**config.mk**
```make
export PLATFORM = sky130hd
export DESIGN_NAME = relative_strength_index_top
export DESIGN_NICKNAME = d
export VERILOG_FILES = /design/src/rtl/rsi_pkg.sv /design/src/rtl/rsi_cmd_fifo.sv /design/src/rtl/rsi_front.sv /design/src/rtl/rsi_back.sv /design/src/rtl/relative_strength_index_top.sv
export SDC_FILE = /design/constraint.sdc
export NUM_CORES = 2
export LEC_CHECK = 0
export ABC_AREA = 0
export BUFFER_PORTS_ARGS = -buffer_cell sky130_fd_sc_hd__buf_2
export CORE_MARGIN = 5
export CORE_UTILIZATION = 60
export CTS_BUF_LIST = sky130_fd_sc_hd__clkbuf_16
export DETAILED_ROUTE_END_ITERATION = 7
export MAX_ROUTING_LAYER = met4
export PLACE_DENSITY = 0.78
export REMOVE_ABC_BUFFERS = 1
export SLEW_MARGIN = 20
export SYNTH_ARGS = -nofsm -noshare
export SYNTH_HDL_FRONTEND = slang
export SYNTH_HIERARCHICAL = 1
export SYNTH_SLANG_ARGS = --single-unit
```
**constraint.sdc**
```tcl
create_clock -name clk -period 13.7 [get_ports clk]
set_input_delay 1.37 -clock clk [delete_from_list [all_inputs] [get_ports clk]]
set_output_delay 1.37 -clock clk [all_outputs]
set_load 0.02 [all_outputs]
```
**src/rtl/rsi_pkg.sv**
```systemverilog
// Shared constants, command type and codes for the RSI block.
`default_nettype none
package rsi_pkg;

	localparam int PRICE_BITS    = 32;
	localparam int FRACTION_BITS = 16;
	localparam int MAX_PERIOD    = 256;
	localparam int PERIOD_BITS   = 9;
	localparam int RSI_BITS      = 14;

	localparam int COUNT_BITS = $clog2(MAX_PERIOD + 1);
	localparam int ACC_BITS   = PRICE_BITS + FRACTION_BITS;
	// warm-up sums never exceed MAX_PERIOD full-scale differences
	localparam int SUM_BITS   = PRICE_BITS + $clog2(MAX_PERIOD);
	localparam int DIVP_STEPS = (SUM_BITS + FRACTION_BITS + 1) / 2;
	localparam int DIVP_BITS  = 2 * DIVP_STEPS;
	localparam int TOTAL_BITS = ACC_BITS + 1;
	localparam int PROD_BITS  = ACC_BITS + RSI_BITS;
	localparam int STEP_BITS  = $clog2((DIVP_STEPS > RSI_BITS) ? DIVP_STEPS : RSI_BITS);

	localparam int S_TDATA_BITS = ((PRICE_BITS + 7) / 8) * 8;
	localparam int M_TDATA_BITS = ((RSI_BITS + 7) / 8) * 8;

	localparam int FIFO_DEPTH = 2;
	localparam int FIFO_PTR_BITS = $clog2(FIFO_DEPTH);
	localparam int FIFO_FILL_BITS = $clog2(FIFO_DEPTH + 1);

	localparam logic [PERIOD_BITS-1:0] PERIOD_RESET = PERIOD_BITS'(14);
	localparam logic [PERIOD_BITS-1:0] PERIOD_MAX = PERIOD_BITS'(MAX_PERIOD);
	localparam logic [RSI_BITS-1:0] FULL_SCALE = RSI_BITS'(10000);

	// command kinds
	localparam logic [1:0] KIND_ACCUM  = 2'd0;  // add to warm-up sums
	localparam logic [1:0] KIND_FIRST  = 2'd1;  // add, then first average and result
	localparam logic [1:0] KIND_SMOOTH = 2'd2;  // Wilder smoothing and result

	typedef struct packed {
		logic [1:0]            kind;
		logic                  clr;      // sums start from zero
		logic                  is_loss;  // mag is a loss, else a gain
		logic [PRICE_BITS-1:0] mag;
	} rsi_cmd_t;

endpackage
`default_nettype wire

```
**src/rtl/rsi_cmd_fifo.sv**
```systemverilog
// Short command queue between the RSI front and back.
`default_nettype none
module rsi_cmd_fifo import rsi_pkg::*; (
	input  wire logic     clk,
	input  wire logic     arst_n,
	input  wire logic     push,
	input  wire rsi_cmd_t push_cmd,
	output logic          full,
	input  wire logic     pop,
	output rsi_cmd_t      head_cmd,
	output logic          empty
);

	rsi_cmd_t                  entry_q [FIFO_DEPTH];
	logic [FIFO_PTR_BITS-1:0]  wr_ptr_q;
	logic [FIFO_PTR_BITS-1:0]  rd_ptr_q;
	logic [FIFO_FILL_BITS-1:0] fill_q;
	logic                      do_push;
	logic                      do_pop;

	assign full     = (fill_q == FIFO_FILL_BITS'(FIFO_DEPTH));
	assign empty    = (fill_q == '0);
	assign head_cmd = entry_q[rd_ptr_q];
	assign do_push  = push && !full;
	assign do_pop   = pop && !empty;

	always_ff @(posedge clk or negedge arst_n) begin
		if (!arst_n) begin
			wr_ptr_q <= '0;
			rd_ptr_q <= '0;
			fill_q   <= '0;
		end else begin
			if (do_push) begin
				wr_ptr_q <= (wr_ptr_q == FIFO_PTR_BITS'(FIFO_DEPTH - 1)) ? '0 :
					wr_ptr_q + FIFO_PTR_BITS'(1);
			end
			if (do_pop) begin
				rd_ptr_q <= (rd_ptr_q == FIFO_PTR_BITS'(FIFO_DEPTH - 1)) ? '0 :
					rd_ptr_q + FIFO_PTR_BITS'(1);
			end
			if (do_push && !do_pop) begin
				fill_q <= fill_q + FIFO_FILL_BITS'(1);
			end else if (do_pop && !do_push) begin
				fill_q <= fill_q - FIFO_FILL_BITS'(1);
			end
		end
	end

	always_ff @(posedge clk) begin
		if (do_push) begin
			entry_q[wr_ptr_q] <= push_cmd;
		end
	end

endmodule
`default_nettype wire

```
**src/rtl/rsi_front.sv**
```systemverilog
// RSI front: takes prices, forms differences and classifies each one.
`default_nettype none
module rsi_front import rsi_pkg::*; (
	input  wire logic                    clk,
	input  wire logic                    arst_n,
	input  wire logic                    s_tvalid,
	output logic                         s_tready,
	input  wire logic [S_TDATA_BITS-1:0] s_tdata,
	input  wire logic                    s_tuser,
	input  wire logic                    cfg_we,
	input  wire logic [PERIOD_BITS-1:0]  period_act,
	input  wire logic                    fifo_full,
	output logic                         push,
	output rsi_cmd_t                     push_cmd
);

	logic [PRICE_BITS-1:0] prev_q;
	logic                  seen_q;
	logic [COUNT_BITS-1:0] count_q;
	logic [PRICE_BITS-1:0] price;
	logic                  accept;
	logic                  new_series;
	logic                  rising;
	logic                  warm;

	assign price      = s_tdata[PRICE_BITS-1:0];
	assign s_tready   = !fifo_full;
	assign accept     = s_tvalid && s_tready;
	assign new_series = s_tuser || !seen_q;
	assign rising     = (price >= prev_q);
	assign warm       = (count_q < COUNT_BITS'(period_act));
	assign push       = accept && !new_series;

	always_comb begin
		push_cmd.mag     = rising ? (price - prev_q) : (prev_q - price);
		push_cmd.is_loss = !rising;
		push_cmd.clr     = (count_q == '0);
		if (!warm) begin
			push_cmd.kind = KIND_SMOOTH;
		end else if ((count_q + COUNT_BITS'(1)) == COUNT_BITS'(period_act)) begin
			push_cmd.kind = KIND_FIRST;
		end else begin
			push_cmd.kind = KIND_ACCUM;
		end
	end

	always_ff @(posedge clk or negedge arst_n) begin
		if (!arst_n) begin
			prev_q  <= '0;
			seen_q  <= 1'b0;
			count_q <= '0;
		end else if (cfg_we) begin
			seen_q  <= 1'b0;
			count_q <= '0;
		end else if (accept) begin
			prev_q <= price;
			if (new_series) begin
				seen_q  <= 1'b1;
				count_q <= '0;
			end else if (warm) begin
				count_q <= count_q + COUNT_BITS'(1);
			end
		end
	end

endmodule
`default_nettype wire

```
**src/rtl/rsi_back.sv**
```systemverilog
// RSI back: warm-up sums, averaging by period, ratio divide and output register.
`default_nettype none
module rsi_back import rsi_pkg::*; (
	input  wire logic                    clk,
	input  wire logic                    arst_n,
	input  wire logic [PERIOD_BITS-1:0]  period_act,
	input  wire logic                    fifo_empty,
	input  wire rsi_cmd_t                head_cmd,
	output logic                         pop,
	output logic                         m_tvalid,
	input  wire logic                    m_tready,
	output logic [M_TDATA_BITS-1:0]      m_tdata
);

	localparam logic [2:0] ST_IDLE = 3'd0;
	localparam logic [2:0] ST_DIVP = 3'd1;
	localparam logic [2:0] ST_UPD  = 3'd2;
	localparam logic [2:0] ST_MUL  = 3'd3;
	localparam logic [2:0] ST_DIVR = 3'd4;
	localparam logic [2:0] ST_OUT  = 3'd5;

	logic [2:0]           state_q;
	logic [STEP_BITS-1:0] step_q;
	logic                 m_tvalid_q;

	// lane 0 = gain, lane 1 = loss
	logic [ACC_BITS-1:0]    acc_q [2];
	logic [PERIOD_BITS-1:0] rem_q [2];
	logic [DIVP_BITS-1:0]   sh_q [2];
	logic                   up_q [2];
	logic                   avg_q;
	logic [TOTAL_BITS-1:0]  rrem_q;
	logic [RSI_BITS-1:0]    rlow_q;
	logic [TOTAL_BITS-1:0]  total_q;
	logic                   zero_q;
	logic [RSI_BITS-1:0]    res_q;

	logic [ACC_BITS-1:0]    base [2];
	logic [ACC_BITS-1:0]    sum [2];
	logic [ACC_BITS-1:0]    vshift [2];
	logic                   v_up [2];
	logic [TOTAL_BITS-1:0]  d_sel [2];
	logic [PERIOD_BITS-1:0] rem_nx [2];
	logic [DIVP_BITS-1:0]   sh_nx [2];
	logic [ACC_BITS-1:0]    acc_nx [2];
	logic [PROD_BITS-1:0]   prod;
	logic [TOTAL_BITS:0]    rr_r;
	logic [TOTAL_BITS-1:0]  rrem_nx;
	logic                   rq_bit;
	logic                   out_free;

	assign out_free = !m_tvalid_q || m_tready;
	assign pop      = (state_q == ST_IDLE) && !fifo_empty;
	assign m_tvalid = m_tvalid_q;
	assign m_tdata  = M_TDATA_BITS'(res_q);
	assign prod     = PROD_BITS'(acc_q[0]) * PROD_BITS'(FULL_SCALE);

	// command operands, warm-up sums and smoothing differences
	always_comb begin
		logic [PRICE_BITS-1:0] val;
		for (int i = 0; i < 2; i++) begin
			val       = (head_cmd.is_loss == (i == 1)) ? head_cmd.mag : '0;
			base[i]   = head_cmd.clr ? '0 : acc_q[i];
			sum[i]    = base[i] + ACC_BITS'(val);
			vshift[i] = {val, {FRACTION_BITS{1'b0}}};
			v_up[i]   = (vshift[i] >= base[i]);
			// falling side subtracts ceil((old - v) / p), so the result rounds down
			d_sel[i]  = v_up[i] ?
				(TOTAL_BITS'(vshift[i]) - TOTAL_BITS'(base[i])) :
				(TOTAL_BITS'(base[i]) + TOTAL_BITS'(period_act - PERIOD_BITS'(1))
					- TOTAL_BITS'(vshift[i]));
		end
	end

	// two restoring steps per cycle for the divide by period
	always_comb begin
		logic [PERIOD_BITS:0]   r;
		logic [DIVP_BITS-1:0]   s;
		logic [ACC_BITS-1:0]    q;
		for (int i = 0; i < 2; i++) begin
			r = '0;
			s = sh_q[i];
			rem_nx[i] = rem_q[i];
			for (int b = 0; b < 2; b++) begin
				r = {rem_nx[i], s[DIVP_BITS-1]};
				s = {s[DIVP_BITS-2:0], 1'b0};
				if (r >= {1'b0, period_act}) begin
					r = r - {1'b0, period_act};
					s[0] = 1'b1;
				end
				rem_nx[i] = r[PERIOD_BITS-1:0];
			end
			sh_nx[i] = s;
			q = sh_q[i][ACC_BITS-1:0];
			if (avg_q) begin
				acc_nx[i] = q;
			end else if (up_q[i]) begin
				acc_nx[i] = acc_q[i] + q;
			end else begin
				acc_nx[i] = acc_q[i] - q;
			end
		end
	end

	// one restoring step per cycle for 10000*G/(G+L)
	always_comb begin
		rr_r = {rrem_q, rlow_q[RSI_BITS-1]};
		rq_bit = (rr_r >= {1'b0, total_q});
		rrem_nx = rq_bit ? TOTAL_BITS'(rr_r - {1'b0, total_q}) : rr_r[TOTAL_BITS-1:0];
	end

	always_ff @(posedge clk or negedge arst_n) begin
		if (!arst_n) begin
			state_q    <= ST_IDLE;
			step_q     <= '0;
			m_tvalid_q <= 1'b0;
		end else begin
			// a new result loads as the old one leaves
			if ((state_q == ST_OUT) && out_free) begin
				m_tvalid_q <= 1'b1;
			end else if (m_tready) begin
				m_tvalid_q <= 1'b0;
			end
			case (state_q)
				ST_IDLE: begin
					step_q <= '0;
					if (pop && head_cmd.kind != KIND_ACCUM) begin
						state_q <= ST_DIVP;
					end
				end
				ST_DIVP: begin
					step_q <= step_q + STEP_BITS'(1);
					if (step_q == STEP_BITS'(DIVP_STEPS - 1)) begin
						state_q <= ST_UPD;
					end
				end
				ST_UPD: begin
					state_q <= ST_MUL;
				end
				ST_MUL: begin
					step_q  <= '0;
					state_q <= ST_DIVR;
				end
				ST_DIVR: begin
					step_q <= step_q + STEP_BITS'(1);
					if (step_q == STEP_BITS'(RSI_BITS - 1)) begin
						state_q <= ST_OUT;
					end
				end
				ST_OUT: begin
					if (out_free) begin
						state_q <= ST_IDLE;
					end
				end
				default: begin
					state_q <= ST_IDLE;
				end
			endcase
		end
	end

	always_ff @(posedge clk) begin
		case (state_q)
			ST_IDLE: begin
				if (pop) begin
					for (int i = 0; i < 2; i++) begin
						rem_q[i] <= '0;
						up_q[i]  <= v_up[i];
						case (head_cmd.kind)
							KIND_ACCUM: acc_q[i] <= sum[i];
							KIND_FIRST: sh_q[i] <= DIVP_BITS'({sum[i][SUM_BITS-1:0],
								{FRACTION_BITS{1'b0}}});
							KIND_SMOOTH: sh_q[i] <= DIVP_BITS'(d_sel[i]);
							default: ;
						endcase
					end
					avg_q <= (head_cmd.kind == KIND_FIRST);
				end
			end
			ST_DIVP: begin
				for (int i = 0; i < 2; i++) begin
					rem_q[i] <= rem_nx[i];
					sh_q[i]  <= sh_nx[i];
				end
			end
			ST_UPD: begin
				for (int i = 0; i < 2; i++) begin
					acc_q[i] <= acc_nx[i];
				end
			end
			ST_MUL: begin
				// quotient is at most 10000, so the upper product bits stay below the total
				rrem_q  <= TOTAL_BITS'(prod[PROD_BITS-1:RSI_BITS]);
				rlow_q  <= prod[RSI_BITS-1:0];
				total_q <= TOTAL_BITS'(acc_q[0]) + TOTAL_BITS'(acc_q[1]);
				zero_q  <= (acc_q[0] == '0) && (acc_q[1] == '0);
			end
			ST_DIVR: begin
				rrem_q <= rrem_nx;
				rlow_q <= {rlow_q[RSI_BITS-2:0], rq_bit};
			end
			ST_OUT: begin
				if (out_free) begin
					res_q <= zero_q ? FULL_SCALE : rlow_q;
				end
			end
			default: ;
		endcase
	end

endmodule
`default_nettype wire

```
**src/rtl/relative_strength_index_top.sv**
```systemverilog
// Top level of the Wilder relative strength index block.
`default_nettype none
// Wilder RSI over a stream of prices. Each request carries one unsigned
// price in s_tdata and a restart flag in s_tuser; the first price of a series
// (after reset, a restart or a period write) only primes the previous price.
// Differences are split into gains and losses, summed over the first
// `period` differences, averaged with 16 fraction bits, then Wilder
// smoothed. From the period-th difference on, every price yields one result:
// floor(10000*G/(G+L)) on m_tdata, or 10000 when both averages are zero.
// The front takes one price per cycle while its two-entry command queue has
// room. The back adds a warm-up difference to the sums as it leaves the queue;
// a difference that yields a result passes 28 radix-4 steps of the divide by
// period (gain and loss lanes side by side), one update, one multiply by
// 10000, 14 steps of the ratio divide and the output register. The back takes
// no new difference until the result is in the output register, which waits
// on m_tready. period (cfg_wdata) resets to 14; 0 acts as 1 and values above
// 256 act as 256. Write it only while the block is idle.
module relative_strength_index_top import rsi_pkg::*; (
	input  wire logic                    clk,
	input  wire logic                    arst_n,
	input  wire logic                    s_tvalid,
	output logic                         s_tready,
	input  wire logic [S_TDATA_BITS-1:0] s_tdata,   // [31:0] price
	input  wire logic                    s_tuser,   // [0] restart
	output logic                         m_tvalid,
	input  wire logic                    m_tready,
	output logic [M_TDATA_BITS-1:0]      m_tdata,   // [13:0] rsi_hundredths, [15:14] zero
	input  wire logic                    cfg_we,
	input  wire logic [PERIOD_BITS-1:0]  cfg_wdata   // period
);

	logic [PERIOD_BITS-1:0] period_q;
	logic [PERIOD_BITS-1:0] period_act;
	logic                   fifo_full;
	logic                   fifo_empty;
	logic                   push;
	logic                   pop;
	rsi_cmd_t               push_cmd;
	rsi_cmd_t               head_cmd;

	always_ff @(posedge clk or negedge arst_n) begin
		if (!arst_n) begin
			period_q <= PERIOD_RESET;
		end else if (cfg_we) begin
			period_q <= cfg_wdata;
		end
	end

	// clamp the programmed period into 1..MAX_PERIOD
	always_comb begin
		if (period_q == '0) begin
			period_act = PERIOD_BITS'(1);
		end else if (period_q > PERIOD_MAX) begin
			period_act = PERIOD_MAX;
		end else begin
			period_act = period_q;
		end
	end

	// front: previous price, series state, difference classification
	rsi_front u_front (
		.clk        (clk),
		.arst_n     (arst_n),
		.s_tvalid   (s_tvalid),
		.s_tready   (s_tready),
		.s_tdata    (s_tdata),
		.s_tuser    (s_tuser),
		.cfg_we     (cfg_we),
		.period_act (period_act),
		.fifo_full  (fifo_full),
		.push       (push),
		.push_cmd   (push_cmd)
	);

	rsi_cmd_fifo u_fifo (
		.clk      (clk),
		.arst_n   (arst_n),
		.push     (push),
		.push_cmd (push_cmd),
		.full     (fifo_full),
		.pop      (pop),
		.head_cmd (head_cmd),
		.empty    (fifo_empty)
	);

	// back: averages, smoothing, ratio and output register
	rsi_back u_back (
		.clk        (clk),
		.arst_n     (arst_n),
		.period_act (period_act),
		.fifo_empty (fifo_empty),
		.head_cmd   (head_cmd),
		.pop        (pop),
		.m_tvalid   (m_tvalid),
		.m_tready   (m_tready),
		.m_tdata    (m_tdata)
	);

endmodule
`default_nettype wire

```
Yosys cells after proc, flatten, opt, wreduce, memory -nomap -nowiden:

Memories as Yosys holds them, arrays and structs flattened.
Index checks and enable logic that the tools add are counted.

* bits in read-only memories: 0
* word-level logic and storage cells: 200
* memories: 5
* memory bits (writable): 300
* latch bits: 0
* output and inout bits: 18
* bits in registers: 192

Memory list
* u_back.sh_q: words 2, width 56, read ports 2, clocked after Yosys merged registers in 0, write ports 2, RTL line rsi_back.sv:29 `logic [DIVP_BITS-1:0] sh_q [2];`
* u_back.acc_q: words 2, width 48, read ports 2, clocked after Yosys merged registers in 0, write ports 2, RTL line rsi_back.sv:27 `logic [ACC_BITS-1:0] acc_q [2];`
* u_fifo.entry_q: words 2, width 36, read ports 1, clocked after Yosys merged registers in 0, write ports 1, RTL line rsi_cmd_fifo.sv:14 `rsi_cmd_t entry_q [FIFO_DEPTH];`
* u_back.rem_q: words 2, width 9, read ports 2, clocked after Yosys merged registers in 0, write ports 2, RTL line rsi_back.sv:28 `logic [PERIOD_BITS-1:0] rem_q [2];`
* u_back.up_q: words 2, width 1, read ports 2, clocked after Yosys merged registers in 0, write ports 2, RTL line rsi_back.sv:30 `logic up_q [2];`

* bitwise operators: 9
* multiply operators: 1
* muxes and demuxes: 74
* shift-type cells: 0
* div/mod/pow operators: 0
* reduce and logical (&&, ||, !) cells: 43
* eq/ne operators: 15
* add/subtract/negate cells: 27
* magnitude comparators: 10

Operators by type and width (count)
* $mux 48: 8
* $mux 56: 4
* $mux 49: 3
* $mux 9: 12
* $add 48x49->49: 2
* $pmux 49 s2: 1
* $sub 48x48->49: 2
* $sub 49x48->49: 2
* $add 48x32->48: 2
* $add 48x48->48: 2
* $ge 48x48->1: 2
* $logic_not 48->1: 2
* $mux 32: 3
* $sub 48x48->48: 2
* $sub 32x32->32: 2
* $mul 48x10->58 const B: 1
* $ge 50x49->1: 1
* $add 48x48->49: 1
* $sub 49x49->49: 1
* $ge 10x9->1: 4
* $sub 9x9->9: 4
* $mux 1: 33
* $ge 32x32->1: 1
* $pmux 14 s2: 1
* other kinds (35): 83

Longest topological paths before layout:

* word-level depth: 9
* depth in mapped cells: 28

Modules after synthesis:

Netlist, hierarchy kept.

Modules (own cells, without submodules)
* rsi_back: instances 1, area an instance 55425.7 µm², cells an instance 6902, sequential area each 10915.5 µm²
* rsi_front: instances 1, area an instance 5564.1 µm², cells an instance 738, sequential area each 1051.0 µm²
* rsi_cmd_fifo: instances 1, area an instance 2944.1 µm², cells an instance 131, sequential area each 2262.2 µm²
* relative_strength_index_top: instances 1, area an instance 426.7 µm², cells an instance 33, sequential area each 229.0 µm²

Least setup slack after synthesis:

OpenSTA, ideal clock, no wires.

* kind: flip-flop to flip-flop
* start: register u_fifo.rd_ptr_q
* end: memory u_back/sh_q[0][0] (netlist bit) (enable)
* required time: 12.963 ns
* setup slack: 4.025 ns
* data arrival time: 8.937 ns
* buffers on the path: 2
* stages on the path, launching flop included: 6
* period minus slack after synthesis: 9.675 ns
* cells stage by stage: dfrtp_1 buf_6 buf_12 mux2_4 xnor2_1 o21ai_0

RTL lines
* from (decl): RTL line rsi_cmd_fifo.sv:16 `logic [FIFO_PTR_BITS-1:0] rd_ptr_q;`
* from (signal assigned): RTL line rsi_cmd_fifo.sv:38 `rd_ptr_q <= (rd_ptr_q == FIFO_PTR_BITS'(FIFO_DEPTH - 1)) ? '0 :`
* to (decl): RTL line rsi_back.sv:29

==> reports/metrics.cfg <==
[timing]
maxSlewHeadroom_pct=21.7
hold_violations=0
finalSetupViolations=0
finalClockSkew_ns=0.0247
rsz0062_at_grt=no
min_period_ns=7.29
finalSetupTns_ns=0
fmax_ghz=0.137
drv_slew=0
worst-slew-pin-transition_ns=1.16
period_share_pct=53.2

[clock_tree]
cts_hold_repair.buffers=0
clock_latency_ns=0.69
postCtsSetupBuffers=0
cts_sinks=492
cts_tree=yes
cts_root_buffer=clkbuf_16
path_clk_slew_ns=0.07
htreeDepth=2
cts_resized=0
clockBufferDepth=3
cts_buffers=60

[global_route]
grt_antenna_before_repair=6
overflow=0
grt_pass1_vias=56600
grt_max_degree=84
grt_usage_pct=39.1
grt_pass1_wl_microns=334000

[logic_synthesis]
synth_edf_count=428
syn_avg_cell_area_sq_um=8.25
synthCells=7804
synth_seq_cells=492
yosysSeqAreaShare_pct=22.5
synth_top_flop_cell=edfxtp_1
yosysWarnings=6
postSynth.asyncResetShare_pct=13.0
synth.cell_area_sq_mm=0.0644
synth.distinct_cells=118

[die]
chipWidth_microns=338
dieArea_sq_mm=0.114
io_pins=65
fp.dieH_microns=338
initial_core_util_pct=60.3
design.core.area_sq_mm=0.107
rows=120

[detailed_routing]
drt-pass1-iter-count=6
route.detailed.drc=0
drt_iter0_markers=6644
antenna_left=0
viasPerCell=6.49
wire_per_inst_microns=24.5
wl_microns=224000
vias=59300

[final_layout]
fillers=9135
fin_nets=8658
areaGrowthSynthToFinish_pct=5.04
drive_above_1_share_pct=4.95

[place]
place_congestion=1.08
io_buffers=62
dp_hpwl_microns=179000

[worst_hold_path]
hold_class=reg2reg

[status]
run_status=finished, final reports clean

[worst_setup_path]
critPathRequiredTime_ns=14.10
end_kind=flop
arrival_ns=7.70
critPathMaxFanout=9
startpoint_type=flop
path_class=reg2reg

[run]
max_cap_viol_count=0

==> cell families (layout without fill, tap and decap cells) <==
kind of cell / count (synthesis) / count (layout) / synth area share [%]
buffers and inverters: 1078 / 988 / 6.61
muxes: 88 / 88 / 1.64
other: 1 / 11 / 0.00583
DFF: 492 / 492 / 22.5
xor gates and xnor gates: 721 / 721 / 9.81
adders and majority gates: 946 / 946 / 20.1
and+or+nand+nor: 2048 / 2048 / 15.3
AOI/OAI and AO/OA: 2430 / 2430 / 24.1
==> final timing paths <==
| kind | start | endpoint | slack (ns) | cells past startpoint |
|---|---|---|---|---|
| max | u_back/acc_q[0][7] | u_back/rrem_q[43] | 6.41 | 21 |
| min | u_front/seen_q | u_front/seen_q | 0.49 | 1 |
| max reg2reg | u_back/acc_q[0][7] | u_back/rrem_q[43] | 6.41 | 21 |
| min reg2reg | u_front/seen_q | u_front/seen_q | 0.49 | 1 |
| max in group asynchronous | arst_n | u_fifo/rd_ptr_q | 12.15 | 2 |
| min in group asynchronous | arst_n | u_front/prev_q[27] | 0.60 | 1 |
==> state kept, by name, indices dropped and copies added (netlist names), 2 cells and up <==
register / cells
u_back/sh_q: 112
u_back/acc_q: 96
u_fifo/entry_q: 72
u_back/rrem_q: 49
u_back/total_q: 49
u_front/prev_q: 32
u_back/rem_q: 18
u_back/res_q: 14
u_back/rlow_q: 14
period_q: 9
u_front/count_q: 9
u_back/step_q: 5
u_back/state_q: 3
u_back/up_q: 2
u_fifo/fill_q: 2
==> final cells by class <==
| class | count | area [sq um] | area share [%] |
|---|---|---|---|
| diodes | 9 | 22.5 | 0.0333 |
| clock buffers | 60 | 1500 | 2.22 |
| clock inverters | 52 | 536 | 0.792 |
| inverters | 762 | 2860 | 4.23 |
| multi-input cells | 6235 | 45700 | 67.7 |
| flip-flops and latches | 492 | 14500 | 21.4 |
| well taps | 1403 | 1760 | 2.60 |
| repair buffers | 114 | 723 | 1.07 |
==> layer usage <==
| metal | global-route usage, % | vias up | wire length [microns] | part of all wire, % |
|---|---|---|---|---|
| met5 | - | - | 0 | 0 |
| met4 | 22.3 | 0 | 15700 | 7.0 |
| met3 | 5.71 | 622 | 18800 | 8.4 |
| met2 | 61.6 | 2892 | 101000 | 45 |
| met1 | 48.2 | 28100 | 88300 | 39 |
| li1 | - | 27600 | - | - |
==> stage by stage <==
step | utilization, % | hold WS, ns | worst slack, ns | instances | instance area [sq um]
after floorplan | - | 0.456 | -0.250 | 7489 | 63000
after global placement | 61.4 | 0.475 | 6.22 | 9005 | 65500
after detailed placement | 61.4 | 0.477 | 6.51 | 9005 | 65500
after CTS | 63.3 | 0.492 | 6.47 | 9117 | 67600
after global routing | 63.3 | 0.524 | 5.73 | 9123 | 67600
final | 63.3 | 0.494 | 6.41 | 9127 | 67600
==> cells in the mapped netlist, drive strengths merged (22+ instances only) <==
cell	count	area share, %
or3	32	0.32
o21bai	102	1.2
a21oi	737	5.8
fa	143	4.4
a221oi	22	0.34
o31ai	34	0.41
a211oi	72	0.85
and3	61	0.61
mux2i	37	0.58
and2	35	0.34
edfxtp	428	20
nor4	50	0.55
a22oi	35	0.41
o22ai	27	0.27
xor2	278	3.8
a21boi	23	0.27
nand3	135	1.1
nor2	492	2.9
a31oi	81	0.79
nor2b	147	1.4
nand2	693	4.1
nand4	98	0.95
a21o	409	4.8
xnor2	443	6.0
mux2	51	1.1
buf	81	0.80
nor3	110	0.86
nand2b	86	0.84
o21ai	525	4.1
o21a	76	0.89
inv	762	4.4
a22o	24	0.33
ha	803	16
or2	25	0.24
clkbuf	235	1.4
o221ai	22	0.31
o211ai	68	0.80
dfrtp	61	2.4
==> cells in the final DEF, fill, tap and decap left out, drive strengths merged, types with 50 or more instances in the layout <==
cell / instances
o21ai: 525
nand2: 693
mux2: 51
inv: 772
nor2: 492
nand2b: 86
xnor2: 443
a211oi: 72
clkbuf: 60
o21a: 76
o21bai: 102
nor2b: 147
fa: 143
nand3: 135
a21o: 409
edfxtp: 428
and3: 61
o211ai: 68
nor4: 50
buf: 114
ha: 803
nor3: 110
xor2: 278
nand4: 98
dfrtp: 61
a31oi: 81
a21oi: 737
==> worst max-delay path, cell delays in order, from the launching register on <==
cell	delay, ns
edfxtp_1	0.65
inv_1	0.30
fa_1	0.59
inv_1	0.04
ha_1	0.29
fa_1	0.49
ha_1	0.30
inv_1	0.05
fa_1	0.51
inv_1	0.04
ha_1	0.37
and3_1	0.25
a21boi_0	0.16
nor4b_2	0.53
nor4_1	0.14
a211oi_1	0.76
a211o_1	0.34
o21ai_1	0.13
a21boi_0	0.53
o21ai_0	0.22
xnor2_1	0.20
a21oi_1	0.10
Power is not shown: default switching activity piles up to over one toggle a cycle in this logic, so the estimate is an artifact.
